## src/sv/pes_pkg.sv

```systemverilog
// Package for the pattern endian swapper: widths, configuration register
// codes, the configuration bundle and the word issue bundle.
// No dependencies; every other file of the block imports it.
package pes_pkg;

    localparam int BYTE_W     = 8;
    localparam int SIZE_W     = 4;
    localparam int COUNT_W    = 16;
    localparam int GROUP_W    = 2;
    localparam int NUM_GROUPS = 3;
    localparam int CFG_IDX_W  = 3;
    localparam int CFG_DATA_W = 16;

    // Group index value that lies past the last group.
    localparam logic [GROUP_W-1:0] GROUP_END = 2'd3;

    // Configuration register indexes.
    localparam logic [CFG_IDX_W-1:0] REG_SWAP_ENABLE  = 3'd0;
    localparam logic [CFG_IDX_W-1:0] REG_ELEM_SIZE_A  = 3'd1;
    localparam logic [CFG_IDX_W-1:0] REG_ELEM_COUNT_A = 3'd2;
    localparam logic [CFG_IDX_W-1:0] REG_ELEM_SIZE_B  = 3'd3;
    localparam logic [CFG_IDX_W-1:0] REG_ELEM_COUNT_B = 3'd4;
    localparam logic [CFG_IDX_W-1:0] REG_ELEM_SIZE_C  = 3'd5;
    localparam logic [CFG_IDX_W-1:0] REG_ELEM_COUNT_C = 3'd6;

    // Current register contents, as seen by the controller.
    typedef struct packed {
        logic                                  swap_enable;
        logic [NUM_GROUPS-1:0][SIZE_W-1:0]     elem_size;
        logic [NUM_GROUPS-1:0][COUNT_W-1:0]    elem_count;
    } cfg_t;

    // One output word handed from the controller to the output stage.
    // When from_mem is set the byte comes from the element store read
    // issued in the same cycle; otherwise data carries it.
    typedef struct packed {
        logic              valid;
        logic              from_mem;
        logic              last;
        logic [BYTE_W-1:0] data;
    } issue_t;

endpackage

```

## src/sv/pes_if.sv

```systemverilog
// Stream interfaces of the pattern endian swapper: the raw record bytes
// and the converted bytes. Depends on pes_pkg for the byte width.
interface pes_in_if;
    import pes_pkg::*;

    logic              valid;
    logic              ready;
    logic [BYTE_W-1:0] data_byte;
    logic              record_start;

    modport source (output valid, output data_byte, output record_start, input ready);
    modport sink   (input valid, input data_byte, input record_start, output ready);
endinterface

interface pes_out_if;
    import pes_pkg::*;

    logic              valid;
    logic              ready;
    logic [BYTE_W-1:0] out_byte;
    logic              run_last;

    modport source (output valid, output out_byte, output run_last, input ready);
    modport sink   (input valid, input out_byte, input run_last, output ready);
endinterface

```

## src/sv/pes_cfg.sv

```systemverilog
// Configuration register file of the pattern endian swapper.
// Depends on pes_pkg for the register codes and the cfg_t bundle.
module pes_cfg (
    input  logic                     clk,
    input  logic                     rst_n,
    input  logic                     cfg_write,
    input  logic [pes_pkg::CFG_IDX_W-1:0]  cfg_index,
    input  logic [pes_pkg::CFG_DATA_W-1:0] cfg_data,
    output pes_pkg::cfg_t            cfg
);
    import pes_pkg::*;

    cfg_t cfg_reg;

    // Register writes; an index past the list is dropped.
    always_ff @(posedge clk or negedge rst_n)
    begin
        if (!rst_n)
        begin
            cfg_reg             <= '0;
            cfg_reg.swap_enable <= 1'b1;
        end
        else if (cfg_write)
        begin
            case (cfg_index)
                REG_SWAP_ENABLE:  cfg_reg.swap_enable   <= cfg_data[0];
                REG_ELEM_SIZE_A:  cfg_reg.elem_size[0]  <= cfg_data[SIZE_W-1:0];
                REG_ELEM_COUNT_A: cfg_reg.elem_count[0] <= cfg_data[COUNT_W-1:0];
                REG_ELEM_SIZE_B:  cfg_reg.elem_size[1]  <= cfg_data[SIZE_W-1:0];
                REG_ELEM_COUNT_B: cfg_reg.elem_count[1] <= cfg_data[COUNT_W-1:0];
                REG_ELEM_SIZE_C:  cfg_reg.elem_size[2]  <= cfg_data[SIZE_W-1:0];
                REG_ELEM_COUNT_C: cfg_reg.elem_count[2] <= cfg_data[COUNT_W-1:0];
                default:          cfg_reg               <= cfg_reg;
            endcase
        end
    end

    assign cfg = cfg_reg;

endmodule

```

## src/sv/pes_mem.sv

```systemverilog
// Element store of the pattern endian swapper: one write port and one
// read port with registered read data. Depends on pes_pkg for the width.
module pes_mem #(
    parameter int DEPTH  = 8,
    parameter int ADDR_W = 3
) (
    input  logic                       clk,
    input  logic                       we,
    input  logic [ADDR_W-1:0]          waddr,
    input  logic [pes_pkg::BYTE_W-1:0] wdata,
    input  logic                       re,
    input  logic [ADDR_W-1:0]          raddr,
    output logic [pes_pkg::BYTE_W-1:0] rdata
);
    import pes_pkg::*;

    logic [BYTE_W-1:0] mem [DEPTH];
    logic [BYTE_W-1:0] rdata_reg;

    // Write port.
    always_ff @(posedge clk)
    begin
        if (we)
        begin
            mem[waddr] <= wdata;
        end
    end

    // Read port; the data holds until the next read.
    always_ff @(posedge clk)
    begin
        if (re)
        begin
            rdata_reg <= mem[raddr];
        end
    end

    assign rdata = rdata_reg;

endmodule

```

## src/sv/pes_out.sv

```systemverilog
// Output stage of the pattern endian swapper: a pending stage that meets
// the element store read data, then the output register.
// Depends on pes_pkg and the pes_out_if interface.
module pes_out (
    input  logic                       clk,
    input  logic                       rst_n,
    input  pes_pkg::issue_t            issue,
    input  logic [pes_pkg::BYTE_W-1:0] mem_rdata,
    output logic                       can_issue,
    pes_out_if.source                  converted
);
    import pes_pkg::*;

    logic              pend_valid_reg;
    logic              pend_mem_reg;
    logic              pend_last_reg;
    logic [BYTE_W-1:0] pend_byte_reg;
    logic              out_valid_reg;
    logic              out_last_reg;
    logic [BYTE_W-1:0] out_byte_reg;

    logic              out_free;
    logic              pend_move;
    logic [BYTE_W-1:0] pend_data;

    // The pending word moves on whenever the output register frees up.
    assign out_free  = !out_valid_reg || converted.ready;
    assign pend_move = pend_valid_reg && out_free;
    assign can_issue = !pend_valid_reg || out_free;
    assign pend_data = pend_mem_reg ? mem_rdata : pend_byte_reg;

    // Pending stage and output register valid flags.
    always_ff @(posedge clk or negedge rst_n)
    begin
        if (!rst_n)
        begin
            pend_valid_reg <= 1'b0;
            out_valid_reg  <= 1'b0;
        end
        else
        begin
            if (issue.valid)
            begin
                pend_valid_reg <= 1'b1;
            end
            else if (pend_move)
            begin
                pend_valid_reg <= 1'b0;
            end

            if (pend_move)
            begin
                out_valid_reg <= 1'b1;
            end
            else if (converted.ready)
            begin
                out_valid_reg <= 1'b0;
            end
        end
    end

    // Payload of both stages.
    always_ff @(posedge clk)
    begin
        if (issue.valid)
        begin
            pend_mem_reg  <= issue.from_mem;
            pend_last_reg <= issue.last;
            pend_byte_reg <= issue.data;
        end
        if (pend_move)
        begin
            out_byte_reg <= pend_data;
            out_last_reg <= pend_last_reg;
        end
    end

    assign converted.valid    = out_valid_reg;
    assign converted.out_byte = out_byte_reg;
    assign converted.run_last = out_last_reg;

endmodule

```

## src/sv/pes_ctrl.sv

```systemverilog
// Controller of the pattern endian swapper: pattern tracking, element
// store writes and the read sequencing for flushes and reversed releases.
// Depends on pes_pkg and the pes_in_if interface.
module pes_ctrl #(
    parameter int MAX_ELEMENT_BYTES = 8,
    parameter int ADDR_W            = 3
) (
    input  logic                       clk,
    input  logic                       rst_n,
    input  pes_pkg::cfg_t              cfg,
    pes_in_if.sink                     record,
    input  logic                       can_issue,
    output pes_pkg::issue_t            issue,
    output logic                       mem_we,
    output logic [ADDR_W-1:0]          mem_waddr,
    output logic [pes_pkg::BYTE_W-1:0] mem_wdata,
    output logic                       mem_re,
    output logic [ADDR_W-1:0]          mem_raddr
);
    import pes_pkg::*;

    localparam int CMP_W        = (ADDR_W > SIZE_W) ? ADDR_W + 1 : SIZE_W + 1;
    localparam int SETTLE_STEPS = NUM_GROUPS + 1;
    localparam logic [CMP_W-1:0] MAX_C = CMP_W'(MAX_ELEMENT_BYTES);

    typedef enum logic [1:0] {
        ST_IDLE,
        ST_FLUSH,
        ST_STORE,
        ST_RELEASE
    } state_t;

    typedef enum logic [1:0] {
        ACT_PASS,
        ACT_HOLD,
        ACT_RELEASE
    } act_t;

    state_t              state_reg;
    act_t                act_reg;
    logic [GROUP_W-1:0]  gi_reg;
    logic [COUNT_W-1:0]  rc_reg;
    logic [ADDR_W-1:0]   bp_reg;
    logic                pd_reg;
    logic [BYTE_W-1:0]   byte_reg;
    logic [ADDR_W-1:0]   wr_pos_reg;
    logic [ADDR_W-1:0]   addr_reg;
    logic [ADDR_W-1:0]   flush_last_reg;

    logic [GROUP_W-1:0]  s_gi;
    logic [COUNT_W-1:0]  s_rc;
    logic [ADDR_W-1:0]   s_bp;
    logic                s_pd;
    logic [GROUP_W-1:0]  gi_next;
    logic [COUNT_W-1:0]  rc_next;
    logic [ADDR_W-1:0]   bp_next;
    logic                pd_next;
    logic                settle_stop;
    logic [CMP_W-1:0]    e_size;
    logic [CMP_W-1:0]    pos1;
    act_t                act_next;
    logic                accept;

    function automatic logic [SIZE_W-1:0] grp_size(cfg_t c, logic [GROUP_W-1:0] g);
        logic [SIZE_W-1:0] s;
        case (g)
            2'd0:    s = c.elem_size[0];
            2'd1:    s = c.elem_size[1];
            2'd2:    s = c.elem_size[2];
            default: s = '0;
        endcase
        return s;
    endfunction

    function automatic logic [COUNT_W-1:0] grp_count(cfg_t c, logic [GROUP_W-1:0] g);
        logic [COUNT_W-1:0] n;
        case (g)
            2'd0:    n = c.elem_count[0];
            2'd1:    n = c.elem_count[1];
            2'd2:    n = c.elem_count[2];
            default: n = '0;
        endcase
        return n;
    endfunction

    // Element size clamped to the store depth.
    function automatic logic [CMP_W-1:0] eff_size(cfg_t c, logic [GROUP_W-1:0] g);
        logic [CMP_W-1:0] s;
        s = CMP_W'(grp_size(c, g));
        return (s > MAX_C) ? MAX_C : s;
    endfunction

    assign record.ready = (state_reg == ST_IDLE);
    assign accept       = record.valid && record.ready;

    // Decision for the offered byte. A record start clears the pattern
    // state first; a new group is chosen only when nothing is held.
    always_comb
    begin
        s_gi = record.record_start ? '0   : gi_reg;
        s_rc = record.record_start ? '0   : rc_reg;
        s_bp = record.record_start ? '0   : bp_reg;
        s_pd = record.record_start ? 1'b0 : pd_reg;

        gi_next     = s_gi;
        rc_next     = s_rc;
        pd_next     = s_pd;
        settle_stop = 1'b0;
        if (cfg.swap_enable && s_bp == '0)
        begin
            for (int k = 0; k < SETTLE_STEPS; k++)
            begin
                if (!pd_next && !settle_stop)
                begin
                    if (gi_next == GROUP_END || grp_size(cfg, gi_next) == '0)
                    begin
                        pd_next = 1'b1;
                    end
                    else if (rc_next >= grp_count(cfg, gi_next))
                    begin
                        gi_next = gi_next + GROUP_W'(1);
                        rc_next = '0;
                        if (gi_next == GROUP_END)
                        begin
                            pd_next = 1'b1;
                        end
                    end
                    else
                    begin
                        settle_stop = 1'b1;
                    end
                end
            end
        end

        e_size   = eff_size(cfg, gi_next);
        pos1     = CMP_W'(s_bp) + CMP_W'(1);
        act_next = ACT_PASS;
        bp_next  = s_bp;
        if (cfg.swap_enable && !(pd_next && s_bp == '0))
        begin
            if (pos1 >= e_size || pos1 >= MAX_C)
            begin
                act_next = ACT_RELEASE;
                bp_next  = '0;
                rc_next  = rc_next + COUNT_W'(1);
            end
            else
            begin
                act_next = ACT_HOLD;
                bp_next  = ADDR_W'(pos1);
            end
        end
    end

    // Sequencer: accept, flush held bytes in arrival order, store or pass
    // the new byte, then release a finished element in reverse.
    always_ff @(posedge clk or negedge rst_n)
    begin
        if (!rst_n)
        begin
            state_reg      <= ST_IDLE;
            act_reg        <= ACT_PASS;
            gi_reg         <= '0;
            rc_reg         <= '0;
            bp_reg         <= '0;
            pd_reg         <= 1'b1;
            byte_reg       <= '0;
            wr_pos_reg     <= '0;
            addr_reg       <= '0;
            flush_last_reg <= '0;
        end
        else
        begin
            case (state_reg)
                ST_IDLE:
                begin
                    if (accept)
                    begin
                        gi_reg         <= gi_next;
                        rc_reg         <= rc_next;
                        bp_reg         <= bp_next;
                        pd_reg         <= pd_next;
                        act_reg        <= act_next;
                        byte_reg       <= record.data_byte;
                        wr_pos_reg     <= s_bp;
                        addr_reg       <= '0;
                        flush_last_reg <= bp_reg - ADDR_W'(1);
                        if (record.record_start && bp_reg != '0)
                        begin
                            state_reg <= ST_FLUSH;
                        end
                        else
                        begin
                            state_reg <= ST_STORE;
                        end
                    end
                end
                ST_FLUSH:
                begin
                    if (can_issue)
                    begin
                        if (addr_reg == flush_last_reg)
                        begin
                            state_reg <= ST_STORE;
                        end
                        else
                        begin
                            addr_reg <= addr_reg + ADDR_W'(1);
                        end
                    end
                end
                ST_STORE:
                begin
                    if (act_reg == ACT_PASS)
                    begin
                        if (can_issue)
                        begin
                            state_reg <= ST_IDLE;
                        end
                    end
                    else if (act_reg == ACT_RELEASE)
                    begin
                        addr_reg  <= wr_pos_reg;
                        state_reg <= ST_RELEASE;
                    end
                    else
                    begin
                        state_reg <= ST_IDLE;
                    end
                end
                ST_RELEASE:
                begin
                    if (can_issue)
                    begin
                        if (addr_reg == '0)
                        begin
                            state_reg <= ST_IDLE;
                        end
                        else
                        begin
                            addr_reg <= addr_reg - ADDR_W'(1);
                        end
                    end
                end
                default:
                begin
                    state_reg <= ST_IDLE;
                end
            endcase
        end
    end

    // Word issue toward the output stage and element store access.
    always_comb
    begin
        issue.valid    = 1'b0;
        issue.from_mem = 1'b1;
        issue.last     = 1'b0;
        issue.data     = byte_reg;
        case (state_reg)
            ST_FLUSH:
            begin
                issue.valid = can_issue;
                issue.last  = (addr_reg == flush_last_reg) && (act_reg == ACT_HOLD);
            end
            ST_STORE:
            begin
                issue.valid    = can_issue && (act_reg == ACT_PASS);
                issue.from_mem = 1'b0;
                issue.last     = 1'b1;
            end
            ST_RELEASE:
            begin
                issue.valid = can_issue;
                issue.last  = (addr_reg == '0);
            end
            default:
            begin
                issue.valid = 1'b0;
            end
        endcase
    end

    assign mem_we    = (state_reg == ST_STORE) && (act_reg != ACT_PASS);
    assign mem_waddr = wr_pos_reg;
    assign mem_wdata = byte_reg;
    assign mem_re    = issue.valid && issue.from_mem;
    assign mem_raddr = addr_reg;

endmodule

```

## src/sv/pattern_endian_swapper.sv

```systemverilog
// Pattern endian swapper, top level.
// Depends on pes_pkg, pes_if, pes_cfg, pes_mem, pes_out and pes_ctrl.
// Usage: bytes of a record enter on the record channel, one word per
// handshake, with record_start set on the first byte of each record.
// Converted bytes leave on the converted channel; run_last marks the final
// word caused by one input byte. Registers are written through cfg_write,
// cfg_index and cfg_data, by the user only while the block is idle; the
// block does not enforce it. Indexes past six are ignored. Up to three
// groups of (element size, count) describe a record.
//
// Flow: a byte that passes through or completes an element is accepted,
// decided and stored, then the element is read back in reverse, each word
// going through the pending stage and the output register. A byte that
// is only held is accepted, then stored. A record start with held bytes
// first flushes them in arrival order. The element store read port sets
// the release rate of one word per cycle unless the receiver stalls.
// Reset clears the pattern state and leaves pass-through active until the
// first record start; the element store itself is not cleared. When the
// receiver stalls, the output register and one pending word hold, and the
// controller stops issuing reads until the pending stage frees.
module pattern_endian_swapper #(
    parameter int MAX_ELEMENT_BYTES = 8
) (
    input  logic                         clk,
    input  logic                         rst_n,
    input  logic                         cfg_write,
    input  logic [pes_pkg::CFG_IDX_W-1:0]  cfg_index,
    input  logic [pes_pkg::CFG_DATA_W-1:0] cfg_data,
    pes_in_if.sink                       record,
    pes_out_if.source                    converted
);
    import pes_pkg::*;

    localparam int ADDR_W = $clog2(MAX_ELEMENT_BYTES);

    cfg_t              cfg;
    issue_t            issue;
    logic              can_issue;
    logic              mem_we;
    logic [ADDR_W-1:0] mem_waddr;
    logic [BYTE_W-1:0] mem_wdata;
    logic              mem_re;
    logic [ADDR_W-1:0] mem_raddr;
    logic [BYTE_W-1:0] mem_rdata;

    // Configuration registers.
    pes_cfg u_cfg (
        .clk       (clk),
        .rst_n     (rst_n),
        .cfg_write (cfg_write),
        .cfg_index (cfg_index),
        .cfg_data  (cfg_data),
        .cfg       (cfg)
    );

    // Pattern tracking and read sequencing.
    pes_ctrl #(
        .MAX_ELEMENT_BYTES (MAX_ELEMENT_BYTES),
        .ADDR_W            (ADDR_W)
    ) u_ctrl (
        .clk       (clk),
        .rst_n     (rst_n),
        .cfg       (cfg),
        .record    (record),
        .can_issue (can_issue),
        .issue     (issue),
        .mem_we    (mem_we),
        .mem_waddr (mem_waddr),
        .mem_wdata (mem_wdata),
        .mem_re    (mem_re),
        .mem_raddr (mem_raddr)
    );

    // Element store.
    pes_mem #(
        .DEPTH  (MAX_ELEMENT_BYTES),
        .ADDR_W (ADDR_W)
    ) u_mem (
        .clk   (clk),
        .we    (mem_we),
        .waddr (mem_waddr),
        .wdata (mem_wdata),
        .re    (mem_re),
        .raddr (mem_raddr),
        .rdata (mem_rdata)
    );

    // Pending stage and output register.
    pes_out u_out (
        .clk       (clk),
        .rst_n     (rst_n),
        .issue     (issue),
        .mem_rdata (mem_rdata),
        .can_issue (can_issue),
        .converted (converted)
    );

endmodule
```

## src/flat_wrapper.sv

```systemverilog
// flat-port wrapper written by rule: the top's interface ports become plain ports
module pattern_endian_swapper_flat import pes_pkg::*;
#(
    parameter int MAX_ELEMENT_BYTES = 8
)
  (clk, rst_n, cfg_write, cfg_index, cfg_data, record_valid, record_data_byte, record_record_start, record_ready, converted_valid, converted_out_byte, converted_run_last, converted_ready);
  pes_in_if record_i ();
  pes_out_if converted_i ();
  input  logic clk;
  input  logic rst_n;
  input  logic cfg_write;
  input  logic [pes_pkg::CFG_IDX_W-1:0] cfg_index;
  input  logic [pes_pkg::CFG_DATA_W-1:0] cfg_data;
  input wire logic [$bits(record_i.valid)-1:0] record_valid;
  input wire logic [$bits(record_i.data_byte)-1:0] record_data_byte;
  input wire logic [$bits(record_i.record_start)-1:0] record_record_start;
  output wire logic [$bits(record_i.ready)-1:0] record_ready;
  output wire logic [$bits(converted_i.valid)-1:0] converted_valid;
  output wire logic [$bits(converted_i.out_byte)-1:0] converted_out_byte;
  output wire logic [$bits(converted_i.run_last)-1:0] converted_run_last;
  input wire logic [$bits(converted_i.ready)-1:0] converted_ready;
  assign record_i.valid = record_valid;
  assign record_i.data_byte = record_data_byte;
  assign record_i.record_start = record_record_start;
  assign record_ready = record_i.ready;
  assign converted_valid = converted_i.valid;
  assign converted_out_byte = converted_i.out_byte;
  assign converted_run_last = converted_i.run_last;
  assign converted_i.ready = converted_ready;
  pattern_endian_swapper #(.MAX_ELEMENT_BYTES(MAX_ELEMENT_BYTES)) u_core (.clk(clk), .rst_n(rst_n), .cfg_write(cfg_write), .cfg_index(cfg_index), .cfg_data(cfg_data), .record(record_i), .converted(converted_i));
endmodule
```

## config.mk

```make
export PLATFORM = sky130hd
export DESIGN_NAME = pattern_endian_swapper_flat
export DESIGN_NICKNAME = d
export VERILOG_FILES = /design/src/sv/pes_pkg.sv /design/src/sv/pes_if.sv /design/src/sv/pes_cfg.sv /design/src/sv/pes_mem.sv /design/src/sv/pes_out.sv /design/src/sv/pes_ctrl.sv /design/src/sv/pattern_endian_swapper.sv /design/src/flat_wrapper.sv
export SDC_FILE = /design/constraint.sdc
export NUM_CORES = 1
export LEC_CHECK = 0
export ABC_AREA = 1
export BUFFER_PORTS_ARGS = -buffer_cell sky130_fd_sc_hd__buf_2
export CORE_UTILIZATION = 30
export DETAILED_ROUTE_END_ITERATION = 10
export SYNTH_ARGS = -nofsm -noshare
export SYNTH_HDL_FRONTEND = slang
export SYNTH_SLANG_ARGS = --single-unit
```

## constraint.sdc

```tcl
create_clock -name clk -period 13 [get_ports clk]
set_input_delay 1.3 -clock clk [delete_from_list [all_inputs] [get_ports clk]]
set_output_delay 1.3 -clock clk [all_outputs]
set_load 0.1 [all_outputs]
```

[Word-level counts from Yosys, hierarchy flattened]
Memory sizes are Yosys's and may differ from the RTL's. A register that Yosys moved wholly into a read port is not among the register bits.
Index checks and enable logic that the tools add are counted.
Cells by class
  muxes and demuxes: 132
  $lt $le $gt $ge: 7
  equality and inequality tests: 40
  $add $sub $neg: 9
  reduce and logical (&&, ||, !) cells: 58
Operators by type and width (count)
  2-to-1 mux 16 bit: 31
  case mux 16 bit (3 select lines): 4
  greater-or-equal comparator 16 bit: 4
  case mux 4 bit (3 select lines): 5
  2-to-1 mux 2 bit: 28
  2-to-1 mux 1 bit: 40
  2-to-1 mux 4 bit: 9
  == test 2 bit, second input constant: 16
  2-to-1 mux 3 bit: 10
  adder 16 x 1 -> 16 bit, second input constant: 1
  logical NOT 4 bit: 4
  inequality test 2 bit, second input constant: 8
  AND reduction 2 bit: 8
  == test 2 x 1 -> 1 bit, second input constant: 7
  logical NOT 2 bit: 7
  logical AND 1 bit: 13
  case mux 3 bit (4 select lines): 1
  == test 3 bit, second input constant: 3
  logical NOT 1 bit: 9
  logical NOT 3 bit: 3
  adder 2 x 1 -> 2 bit, second input constant: 4
  2-to-1 mux 8 bit: 1
  case mux 2 bit (4 select lines): 1
  logical OR 1 bit: 7
  other kinds (18): 22
Word-level totals
  register bits after elaboration: 125
  input port bits: 33
  word-level logic and storage cells: 271
  memories kept: 1
  output and inout bits: 11
  RAM bits: 64
Memory list
  u_core.u_mem.mem: depth 8, bits a word 8, rd ports 1, clocked after Yosys merged registers in 1, wr ports 1, line pes_mem.sv:17  | logic [BYTE_W-1:0] mem [DEPTH];

[Longest topological paths before layout]
Gate-level depths: netlist (run 1).
  depth after elaboration: 65
  depth in mapped cells: 108
  depth with buffers taken out: 102

[By module]
Synthesis (run 1) repeated with hierarchy kept, for this count alone.
Unflattened totals
  cells, all modules: 1824
  area total of the unflattened synthesis: 13146.4 um2
Modules (own cells, without submodules)
  pes_ctrl: sequential area each 1077.3 um2, area an instance 6799.0 um2, times used 1, cells an instance 1191
  pes_mem: sequential area each 2162.1 um2, area an instance 3130.5 um2, times used 1, cells an instance 303
  pes_cfg: sequential area each 1527.7 um2, area an instance 2452.4 um2, times used 1, cells an instance 276
  pes_out: sequential area each 620.6 um2, area an instance 764.5 um2, times used 1, cells an instance 54

[Worst setup path after synthesis (run 1)]
No wires, ideal clock.
  path type: input-to-reg
  start: input port record_record_start
  end: register u_core.u_ctrl.rc_reg[2]
  arrival time: 11.953 ns
  setup time: 0.066 ns
  stages: 88
  required time: 12.934 ns
  path slack: 0.981 ns
  path buffers: 10
  path through: buf_4 > inv_2 > nand2_1 > inv_1 > ha_1 > buf_2 > clkbuf_1 > nand2_1 > nand3_1 > nand2_1 > ha_1 > nand2_1 > nor4_1 > nand2_1 > nand2_4 > nand2_4 > buf_6 > nand2_1 > (+52 left out) > nand3_2 > nand2_2 > nand3_1 > nand3_2 > nor2_1 > ha_1 > o21ai_0 > inv_1 > o21ai_0 > inv_1 > o21ai_0 > nand2_1 > nand3_4 > inv_2 > nand2_1 > xor2_1 > nand2_1 > nand2_1
On the way
  cells in the longest elaborated chain, start to end: 49
  elaborated cells on any way between the ends: 159
  those cells by class: add/sub: 6; order compare: 7; eq/ne: 18; mux: 100; reduce/logical: 28
Ends and longest elaborated chain
  from (decl): line flat_wrapper.sv:16  | input wire logic [$bits(record_i.record_start)-1:0] record_record_start;
  2-to-1 mux 2 bit: line pes_ctrl.sv:100  | s_gi = record.record_start ? '0 : gi_reg;
  == test 2 bit (tied with other cells): line pes_ctrl.sv:66, pes_ctrl.sv:77
  case mux 16 bit (3 select lines): line pes_ctrl.sv:77  | case (g)
  2-to-1 mux 16 bit: line pes_ctrl.sv:115  | if (gi_next == GROUP_END || grp_size(cfg, gi_next) == '0)
  2-to-1 mux 16 bit: line pes_ctrl.sv:113  | if (!pd_next && !settle_stop)
  2-to-1 mux 16 bit: line pes_ctrl.sv:109  | if (cfg.swap_enable && s_bp == '0)
  greater-or-equal comparator 16 bit: line pes_ctrl.sv:119  | else if (rc_next >= grp_count(cfg, gi_next))
  2-to-1 mux 2 bit: line pes_ctrl.sv:119
  (+33 left out)
  == test 2 bit (tied with other cells): line pes_ctrl.sv:66  | case (g)
  case mux 4 bit (3 select lines): line pes_ctrl.sv:66
  greater-than comparator 4 bit: line pes_ctrl.sv:90  | return (s > MAX_C) ? MAX_C : s;
  2-to-1 mux 4 bit: line pes_ctrl.sv:90
  greater-or-equal comparator 4 bit: line pes_ctrl.sv:142  | if (pos1 >= e_size || pos1 >= MAX_C)
  logical OR 1 bit: line pes_ctrl.sv:142
  2-to-1 mux 16 bit: line pes_ctrl.sv:142
  2-to-1 mux 16 bit (*): line pes_ctrl.sv:140  | if (cfg.swap_enable && !(pd_next && s_bp == '0))
  to (signal assigned): line pes_ctrl.sv:181  | rc_reg <= rc_next;
  to (decl): line pes_ctrl.sv:42  | logic [COUNT_W-1:0] rc_reg;
Mark *: on every way between the ends. The rest lies on a longest branch, timed or not. The select of a mux whose other input is x is not followed.
A chain may end at the register's enable or synchronous reset.

[Final worst setup path (run 1)]
Ends and elaborated chain as after synthesis.

==> results of run 1 <==
worst register-to-register path, delay by kind of cell, from the launching register on:
family                     cells  cell delay (ns)
DFF                            1             0.41
adders and majority gates      9             2.25
AOI/OAI and AO/OA              5             0.68
buffers and inverters         20             2.09
and+or+nand+nor               52             5.63
xor gates and xnor gates       1             0.15
cells in the mapped netlist (2+ instances only):
| cell type | instances | area (sq um) |
|---|---|---|
| a31oi_1 | 8 | 50.1 |
| mux2_2 | 8 | 90.1 |
| o221ai_1 | 2 | 17.5 |
| nand2_4 | 5 | 56.3 |
| buf_6 | 2 | 22.5 |
| nor2_2 | 2 | 12.5 |
| nor3_1 | 17 | 85.1 |
| xnor2_1 | 5 | 43.8 |
| nand4_1 | 9 | 56.3 |
| o21ai_0 | 122 | 611 |
| xor2_1 | 5 | 43.8 |
| nor4_1 | 10 | 62.6 |
| o22ai_1 | 13 | 81.3 |
| dfstp_2 | 2 | 52.6 |
| o211ai_1 | 5 | 37.5 |
| a21oi_2 | 4 | 35.0 |
| o21ai_1 | 17 | 85.1 |
| buf_4 | 2 | 15.0 |
| dfrtp_1 | 104 | 2600 |
| nand3_4 | 2 | 35.0 |
| edfxtp_1 | 91 | 2730 |
| nand3_2 | 5 | 50.1 |
| nand2_2 | 9 | 56.3 |
| o21ai_2 | 2 | 17.5 |
| nand3_1 | 124 | 621 |
| a21oi_1 | 32 | 160 |
| buf_2 | 8 | 40.0 |
| nand2_1 | 551 | 2070 |
| clkbuf_1 | 55 | 206 |
| nor2_1 | 151 | 567 |
| a21o_1 | 2 | 15.0 |
| inv_2 | 12 | 45.0 |
| nor3_2 | 2 | 20.0 |
| buf_1 | 3 | 11.3 |
| nor2_4 | 4 | 45.0 |
| o21a_1 | 4 | 30.0 |
| nand3b_1 | 2 | 15.0 |
| ha_1 | 96 | 1200 |
| inv_1 | 122 | 458 |
area by class of cell:
class / count / area share (%)
multi-input combinational: 1226 / 44.5
sequential: 197 / 37.5
timing repair buffer: 98 / 5.35
tap: 532 / 4.63
inverter: 135 / 3.53
clock buffer: 17 / 2.96
clock inverter: 15 / 1.56
antenna: 1 / 0.0174
stage by stage:
step                      instance area, sq um  power, mW  std cells  worst slack, ns  hold slack, ns
after floorplan                          12600       1.94       1628            0.981           0.400
after global placement                   13700       2.36       2188            0.581           0.407
after detailed placement                 13700       2.38       2188            0.444           0.407
after CTS                                14300       2.97       2220            0.913           0.428
after global routing                     14400       3.19       2220           0.0149           0.435
final                                    14400       2.95       2221             1.10           0.426
routing by layer:
| layer | vias up | track usage (%) | part of all wire [%] |
|---|---|---|---|
| met3 | 27 | 3.34 | 5.8 |
| met4 | 0 | 4.65 | 1.3 |
| met2 | 231 | 26.0 | 46 |
| li1 | 5448 | - | - |
| met1 | 4983 | 22.2 | 47 |
| met5 | - | 0 | 0 |
placed cells by master (no fill, tap or decap), types with 32 or more instances in the layout:
cell and instances:
a21oi_1 32, buf_2 42, nor2_1 148, edfxtp_1 91, inv_1 121, o21ai_0 122, nand3_1 124, nand2_1 551
dfrtp_1 104, buf_4 45, ha_1 95
kinds of logic after synthesis:
kind of cell	count (synthesis)	share of synthesized area [%]
AO/OA/AOI/OAI	215	9.41
XOR/XNOR	10	0.697
adder cells (fa/ha/maj)	97	9.72
buffers and inverters	205	6.39
flip-flops	197	42.9
multiplexers	8	0.717
AND/OR/NAND/NOR	896	30.2
what timing repair did:
| item | 4_1_cts | 5_1_grt |
|---|---|---|
| hold endpoints to repair | 0 | 0 |
| setup endpoints to repair | 0 | 21 |
| resized for setup | 0 | 7 |
path summary, 6_finish.rpt:
path                                       startpoint                              end  slack [ns]  depth (start not counted)
hold reg to reg            u_core.u_out.pend_last_reg  u_core.u_out.converted.run_last        0.43                          0
setup / recovery                  record_record_start          u_core.u_ctrl.rc_reg[2]        1.10                         90
min in group asynchronous                       rst_n         u_core.u_ctrl.act_reg[1]        0.85                          1
setup reg to reg              u_core.u_ctrl.gi_reg[0]          u_core.u_ctrl.rc_reg[2]        1.73                         87
max in group asynchronous                       rst_n             u_core.u_cfg.cfg[36]       10.90                          2
hold / removal             u_core.u_out.pend_last_reg  u_core.u_out.converted.run_last        0.43                          0
power by group through the flow:
stage / logic (mW) / registers [mW] / clock network [mW]
finish: 1.38 / 0.998 / 0.570
global route: 1.56 / 1.02 / 0.609
CTS: 1.38 / 0.997 / 0.587
detailed placement: 1.38 / 1.01 / 0
global placement: 1.35 / 1.01 / 0
floorplan: 0.893 / 1.05 / 0
==> run metrics, run 1 <==
Clock Power Share roughly 19%; Total GRT Usage between 10% and 20%; Largest register FFs 64; syn_nets approximately 1800; predominant post-synthesis flop cell dfrtp_1; proportion of layout cells with a drive suffix above 1 between 10% and 20%; Area Growth Syn to Fin 14.4%; Multi-input gate area roughly 0.0064 sq mm; first drt pass iteration count 8; number of global-route vias before repair 10100; Sink Count approximately 200; number of antenna-violating nets in the routed design 0; clock buffer count from CTS 17; CTS H-Tree Depth 4; die height roughly 210 um; synthesized area between 0.01 and 0.015 sq mm; Top delay family on crit path simple AND/OR/NAND/NOR gates; Buf+Inv Stages, Crit Path 22; Port-buffer cells 43; max cap viols 0; Synth warnings 0; Final Setup Violations 0; Post-CTS Setup Bufs 0; Vias 10700; Worst Path Required around 13 ns; actual slew at the worst max-slew pin 0.997 ns; GPL Wtd Cong ~0.90; setup TNS 0 ns; CP arrival 12.31 ns; CP Max Fanout 17; mean routed wirelength per cell 14.9 um; register area share after synthesis between 40 and 50%; Tcrit/Tclk final 91.6%; FF+latch area around 0.0054 sq mm; DR DRC count 4; fillers around 4300; vias per cell slightly below 5; nets@finish between 1500 and 2000; synth unique cells 48; Worst VDD drop 0.148 mV; fmax between 80 and 90 MHz; Switching Share between 40% and 50%; Post-CTS Hold Buffers 0; Slew Viols, Final 0; Post-Route WL approximately 33000 um; Root Driver clkbuf_16; IO Count 44; RSZ-0062 raised after global routing false; Clock Tree Buf Depth 2; clock period minus worst slack 11.90 ns; Internal ~1.6 mW; Starting Density between 30% and 40%; Clock Skew slightly above 0.02 ns; most frequent CP cell nand2_1; DP Wirelength between 20000 and 30000 um; first-pass GRT wire length roughly 54000 um; class of the worst hold path reg2reg; Final Util 35.0%; Net Switching about 1.4 mW; Seq pwr share 33.8%; row cnt 74; Synth Instances about 1600; CP peak stage delay about 0.32 ns; Avg Cell Area, Syn approximately 7.7 sq um; core area between 0.04 and 0.05 sq mm; Power Dens Cells 205 mW/mm^2; ys async rst share a little over half; failing checks design-rule violations; crit path capture type flip-flop; largest net degree at the start of global routing 61; Slew headroom between 30% and 40%; Post-synth EDFFs 91; critical path class in2reg; Synth Register Bits roughly 200; clk_lat worst skew about 0.48 ns; CTS tree built; DR iter-0 viols roughly 740; antenna violations before repair 0; crit path launch type input port; status finished with violations; Final Hold Vio Count 0; power share of the combinational group roughly 47%; slowest CP cell ha_1; Leak a little under 7 nW; Die X roughly 210 um; DIE AREA around 0.043 sq mm; clock slew at reported path FFs 0.08 ns; total grt overflow 0
Power figures use the tool's default switching activity.
==> inputs of run 2 (changes only) <==
- CORE_UTILIZATION: 30 -> 45
- SKIP_CTS_REPAIR_TIMING: unset -> 1
- clock period: 13 -> 13.99 ns (I/O delays scaled with it)
==> run 2 against run 1 <==
Effect of this change:
- the run now ends clean
- sequential share of layout area increased by 1.3 points
- wire length rose by 2.9%
- cell count is 8.2% lower
- first-iteration DRC count is 63% higher
- critical path depth is 7 lower
- critical endpoint unchanged
- largest cell class unchanged
==> run metrics, run 2 (synthesis gave the netlist of run 1 again) <==
max cap viols 0; first-pass GRT wire length ~56000 um; number of cells on the worst hold path 0; routed wl met3 2470 um; Inserted Diodes 0; fmax ~78 MHz; Placed Area about 0.013 sq mm; Reg-to-Reg End u_core.u_ctrl.rc_reg[2]; setup TNS 0 ns; crit path capture type flip-flop; Die X 169 um; highest routed metal layer met4; clk_lat worst skew around 0.45 ns; met2 wire len between 10000 and 15000 um; Design Area, Final about 0.014 sq mm; actual slew at the worst max-slew pin just under 1 ns; IO Count 44; Total GRT Usage around 25%; Largest register FFs 64; Post-Route WL around 34000 um; DIE AREA ~0.029 sq mm; Final Hold Vio Count 0; DR iter-0 viols 1203; most frequent CP cell nand2_1; Leak around 6.6 nW; Slew Viols, Final 0; nets@finish 1783; worst r2r src u_core.u_ctrl.gi_reg[0]; most common cell after layout, fill and taps aside nand2_1; CP Max Fanout 17; most frequent cells in the layout nand2_1, nor2_1, nand3_1, o21ai_0, inv_1; CP peak stage delay approximately 0.54 ns; Tcrit/Tclk final about 92%; Vias roughly 11000; Finished Layout Cells roughly 2000; WL met1 ~18000 um; Root Driver clkbuf_16; clock slew at reported path FFs ~0.1 ns; crit path launch type input port; Clock Skew approximately 0.019 ns; row cnt 60; Worst Hold Launch u_core.u_out.pend_last_reg; die height around 170 um; first drt pass iteration count 5; Hold Slack approximately 0.43 ns; Final Util 51.1%; WHS Endpoint u_core.u_out.converted.run_last; Sink Count 197; class of the worst hold path reg2reg; RSZ-0062 raised after global routing false; FF+latch area approximately 0.0054 sq mm; critical path class in2reg; Critical Path Stages slightly above 80; Worst R2R Path Depth between 70 and 80; worst reg-to-reg setup slack between 1.5 and 2 ns; Top delay family on crit path simple AND/OR/NAND/NOR gates; slowest CP cell nor4_1; Final Setup Violations 0; Buf+Inv Stages, Crit Path 16; fillers between 2000 and 3000; CTS H-Tree Depth 4; Placed Instances roughly 2000; GPL Wtd Cong about 0.95; Worst VDD drop between 0.08 and 0.09 mV; core area 0.0272 sq mm; antenna violations before repair 0; clock period minus worst slack 12.90 ns; Multi-input gate area 0.00638 sq mm; status finished clean; mean routed wirelength per cell about 17 um; CTS tree built; clock buffer count from CTS 17; Slew headroom a little over a third; Port-buffer cells 43; DR DRC count 0; Worst Path Required roughly 14 ns; DP Wirelength 24800 um; Design Power roughly 2.8 mW; Starting Density a little under half; Clock Tree Buf Depth 2; total grt overflow 0; Power Dens Cells approximately 200 mW/mm^2; number of global-route vias before repair 10000; proportion of layout cells with a drive suffix above 1 about a tenth; CP arrival between 10 and 15 ns; final worst slack roughly 1.1 ns; Area Growth Syn to Fin 10.7%; post-placement setup slack between 0.2 and 0.3 ns; largest net degree at the start of global routing between 70 and 80; number of antenna-violating nets in the routed design 0; vias per cell between 5 and 6
==> run 2: cell count changes in the layout (fill, tap and decap cells not counted), moves of 2 or more <==
cell	before	now
ha_2	1	5
nor2_1	148	151
ha_1	95	91
buf_4	45	31
nor4_1	8	10
clkinv_8	5	3
nor4_2	2	0
buf_12	11	3
nor2_2	5	2
==> run 2: worst register-to-register path, delay by kind of cell (launching register included) <==
kind	cells	cell delay [ns]
compound gates	3	0.36
simple gates	52	6.72
buf+inv	14	1.62
fa+ha+maj	9	2.80
xor+xnor	1	0.15
flops	1	0.41
==> run 2: per-layer routing <==
layer	vias up	track usage, %
met5	-	0
met4	0	5.17
met3	33	4.86
met2	366	35.4
met1	5039	39.2
li1	5408	-
==> run 2: worst max path at each step <==
stage | slack, ns | endpoint | startpoint
finish | 1.09 | u_core.u_ctrl.rc_reg[2] | record_record_start
detailed placement | 0.27 | u_core.u_ctrl.rc_reg[2] | record_record_start
floorplan | 1.87 | u_core.u_ctrl.rc_reg[2] | record_record_start
CTS | 0.65 | u_core.u_ctrl.rc_reg[2] | record_record_start
global route | 0.06 | u_core.u_ctrl.rc_reg[2] | record_record_start
global placement | 0.40 | u_core.u_ctrl.rc_reg[2] | record_record_start
==> run 2: final cells by class <==
cell class                      instances  share of cell area, %
Multi-Input combinational cell       1226                   45.9
Clock inverter                         15                   1.62
Inverter                              135                   3.67
Tap cell                              372                   3.35
Timing Repair Buffer                   76                   3.62
Clock buffer                           17                   3.06
Sequential cell                       197                   38.8
==> run 2: power breakdown <==
part / leakage [nW] / internal [mW] / switching, mW
Clock: 0.314 / 0.257 / 0.297
Sequential: 2.19 / 0.792 / 0.146
Combinational: 4.13 / 0.392 / 0.872
Total: 6.64 / 1.44 / 1.31
==> inputs of run 3 (changes only) <==
- SYNTH_HIERARCHICAL: unset -> 1
==> run 3 against run 2 <==
Effect of this change:
- non-clock buffer count is 1 higher
- via count is 7.9% higher
- critical path depth stayed put
- register-to-register slack better by 0.27 ns
- first-iteration DRC count is 5.0% higher
- synthesized area is 4.7% higher
- largest power group unchanged
- clock power is 14% lower
- wire length is 6.5% higher
- total power is 1.5% lower
- sequential share of layout area is 1.2 points lower
- critical path type unchanged
- utilization is 1.2 points lower
- synthesized cell count is 12% higher
==> run metrics, run 3 <==
GPL Wtd Cong approximately 0.92; die height around 170 um; Seq pwr share 35.1%; DR iter-0 viols between 1000 and 1500; Worst Path Required roughly 14 ns; Switching Share ~47%; synth unique cells between 40 and 50; CP peak stage delay 0.32 ns; GR Layer Usage met1 just over 40%; synthesized area 0.0131 sq mm; DP Wirelength between 20000 and 30000 um; class of the worst hold path reg2reg; row cnt 62; Net Switching roughly 1.3 mW; power share of the combinational group between 40% and 50%; Tcrit/Tclk final roughly 90%; Leak 7.40 nW; Synth Register Bits 197; most frequent CP cell nand2_1; Internal ~1.4 mW; Hold Slack 0.428 ns; largest net degree at the start of global routing 65; number of antenna-violating nets in the routed design 0; area fraction of the dominant cell type after synthesis between 20 and 25%; CTS tree built; Clock Tree Buf Depth 2; IO Count 44; CTS H-Tree Depth 4; first-pass GRT wire length 59100 um; CP arrival around 13 ns; total grt overflow 0; RSZ-0062 raised after global routing false; setup TNS 0 ns; core area 0.0287 sq mm; Placed Area about 0.014 sq mm; Synth warnings 6; status finished clean; antenna violations before repair 0; Area Growth Syn to Fin 9.14%; Final Hold Vio Count 0; Clock Skew about 0.013 ns; Global Route met3 Usage roughly 3.5%; clock buffer count from CTS 17; Root Driver clkbuf_16; ys async rst share between 50 and 60%; leading area contributor after synthesis nand2_1; clock period minus worst slack 12.59 ns; Post-synth top cells nand2_1, nand3_1, inv_1; Final Util between 40% and 50%; met2 Usage GRT between 30% and 40%; Inserted Diodes 0; Port-buffer cells 43; Slew Viols, Final 0; critical path class in2reg; register area share after synthesis between 40 and 50%; Synth Instances between 1500 and 2000; vias per cell 5.22; crit path launch type input port; fmax around 79 MHz; Starting Density between 40% and 50%; clk_lat worst skew 0.45 ns; clock slew at reported path FFs about 0.080 ns; Avg Cell Area, Syn slightly above 7 sq um; Worst VDD drop 0.111 mV; syn_nets 1954; slowest CP cell ha_1; Total GRT Usage around a quarter; nets@finish about 2000; most frequent cells in the layout nand2_1, nand3_1, inv_1, nor2_1, dfrtp_1; crit path capture type flip-flop; DIE AREA approximately 0.030 sq mm; max cap viols 0; mean routed wirelength per cell approximately 16 um; Slew headroom approximately 36%; actual slew at the worst max-slew pin 0.951 ns; Vias approximately 12000; Clock Power Share between 10% and 20%; post-placement setup slack roughly 0.53 ns; Power Dens Cells around 190 mW/mm^2; first drt pass iteration count 6; predominant post-synthesis flop cell dfrtp_1; proportion of layout cells with a drive suffix above 1 approximately 7.9%; final worst slack 1.40 ns; Largest register FFs 64; number of global-route vias before repair between 10000 and 15000; count leader, synth nand2_1; Design Area, Final between 0.01 and 0.015 sq mm; Sink Count 197; Die X approximately 170 um; dominant cells by area after synthesis nand2_1, edfxtp_1, dfrtp_1; Post-synth EDFFs between 90 and 100; DR DRC count 0; CP Max Fanout 17; Final Setup Violations 0; Post-Route WL about 36000 um; most common cell after layout, fill and taps aside nand2_1; layer with the highest usage met1
## run 3: cell count changes in the layout (fill, tap and decap cells not counted), sizes merged, moves of 7 or more
cell   before  now
nor4       10    1
o22ai      13    3
nand2     565  763
inv       145  200
o21ai     141   60
nand3     131  205
nor2      158  124
mux2        8    1
## run 3: layout make-up
class                   count  area [sq um]
fillers                  2846         14400
repair buffers             77           536
flip-flops and latches    197          5390
inverters                 199           753
clock inverters            10          90.1
clock buffers              22           485
multi-input cells        1351          6620
well taps                 384           480
## run 3: final timing paths
path                            slack [ns]                              end                  startpoint  cells past startpoint
worst max-delay path                  1.40          u_core/u_ctrl/rc_reg[0]         record_record_start                     83
worst min register to register        0.43  u_core/u_out/converted.run_last  u_core/u_out/pend_last_reg                      0
min in group asynchronous             0.94     u_core/u_out/converted.valid                       rst_n                      1
worst max register to register        2.11          u_core/u_ctrl/rc_reg[0]     u_core/u_ctrl/gi_reg[0]                     81
worst min-delay path                  0.43  u_core/u_out/converted.run_last  u_core/u_out/pend_last_reg                      0
max in group asynchronous            11.78             u_core/u_cfg/cfg[28]                       rst_n                      2
## run 3: cell families (layout without fill, tap and decap cells)
logic type                 after synthesis  in the layout  synth area share (%)
DFF                                    197            197                  41.0
buffers and inverters                  276            308                  8.90
muxes                                    1              1                0.0857
adders and majority gates               97             97                  9.29
xor gates and xnor gates                10             10                 0.666
AOI/OAI and AO/OA                      118            118                  4.93
and+or+nand+nor                       1125           1125                  35.1
## run 3: power by group through the flow
stage	Clock, mW	Sequential, mW	Combinational, mW
6_report	0.476	0.954	1.28
5_1_grt	0.511	0.973	1.44
4_1_cts	0.487	0.951	1.26
3_5_place_dp	0	0.962	1.26
3_3_place_gp	0	0.959	1.24
2_1_floorplan	0	0.982	0.867
## run 3: worst max-delay path, delay by kind of cell
family	cells	cell delay [ns]
buffers and inverters	17	2.08
multiplexers	1	0.32
AND/OR/NAND/NOR	53	6.29
AO/OA/AOI/OAI	3	0.47
adder cells (fa/ha/maj)	9	2.30
## run 3: per-stage QoR
stage / total power [mW] / std cells
detailed placement: 2.22 / 2208
global route: 2.92 / 2240
global placement: 2.20 / 2208
CTS: 2.70 / 2240
floorplan: 1.85 / 1824
finish: 2.71 / 2240
## run 3: per-layer routing
layer  up-vias  wire, um
li1       5841         -
met1      5417     18500
met2       410     14800
met3        34      2650
met4         0       418
met5         -         0
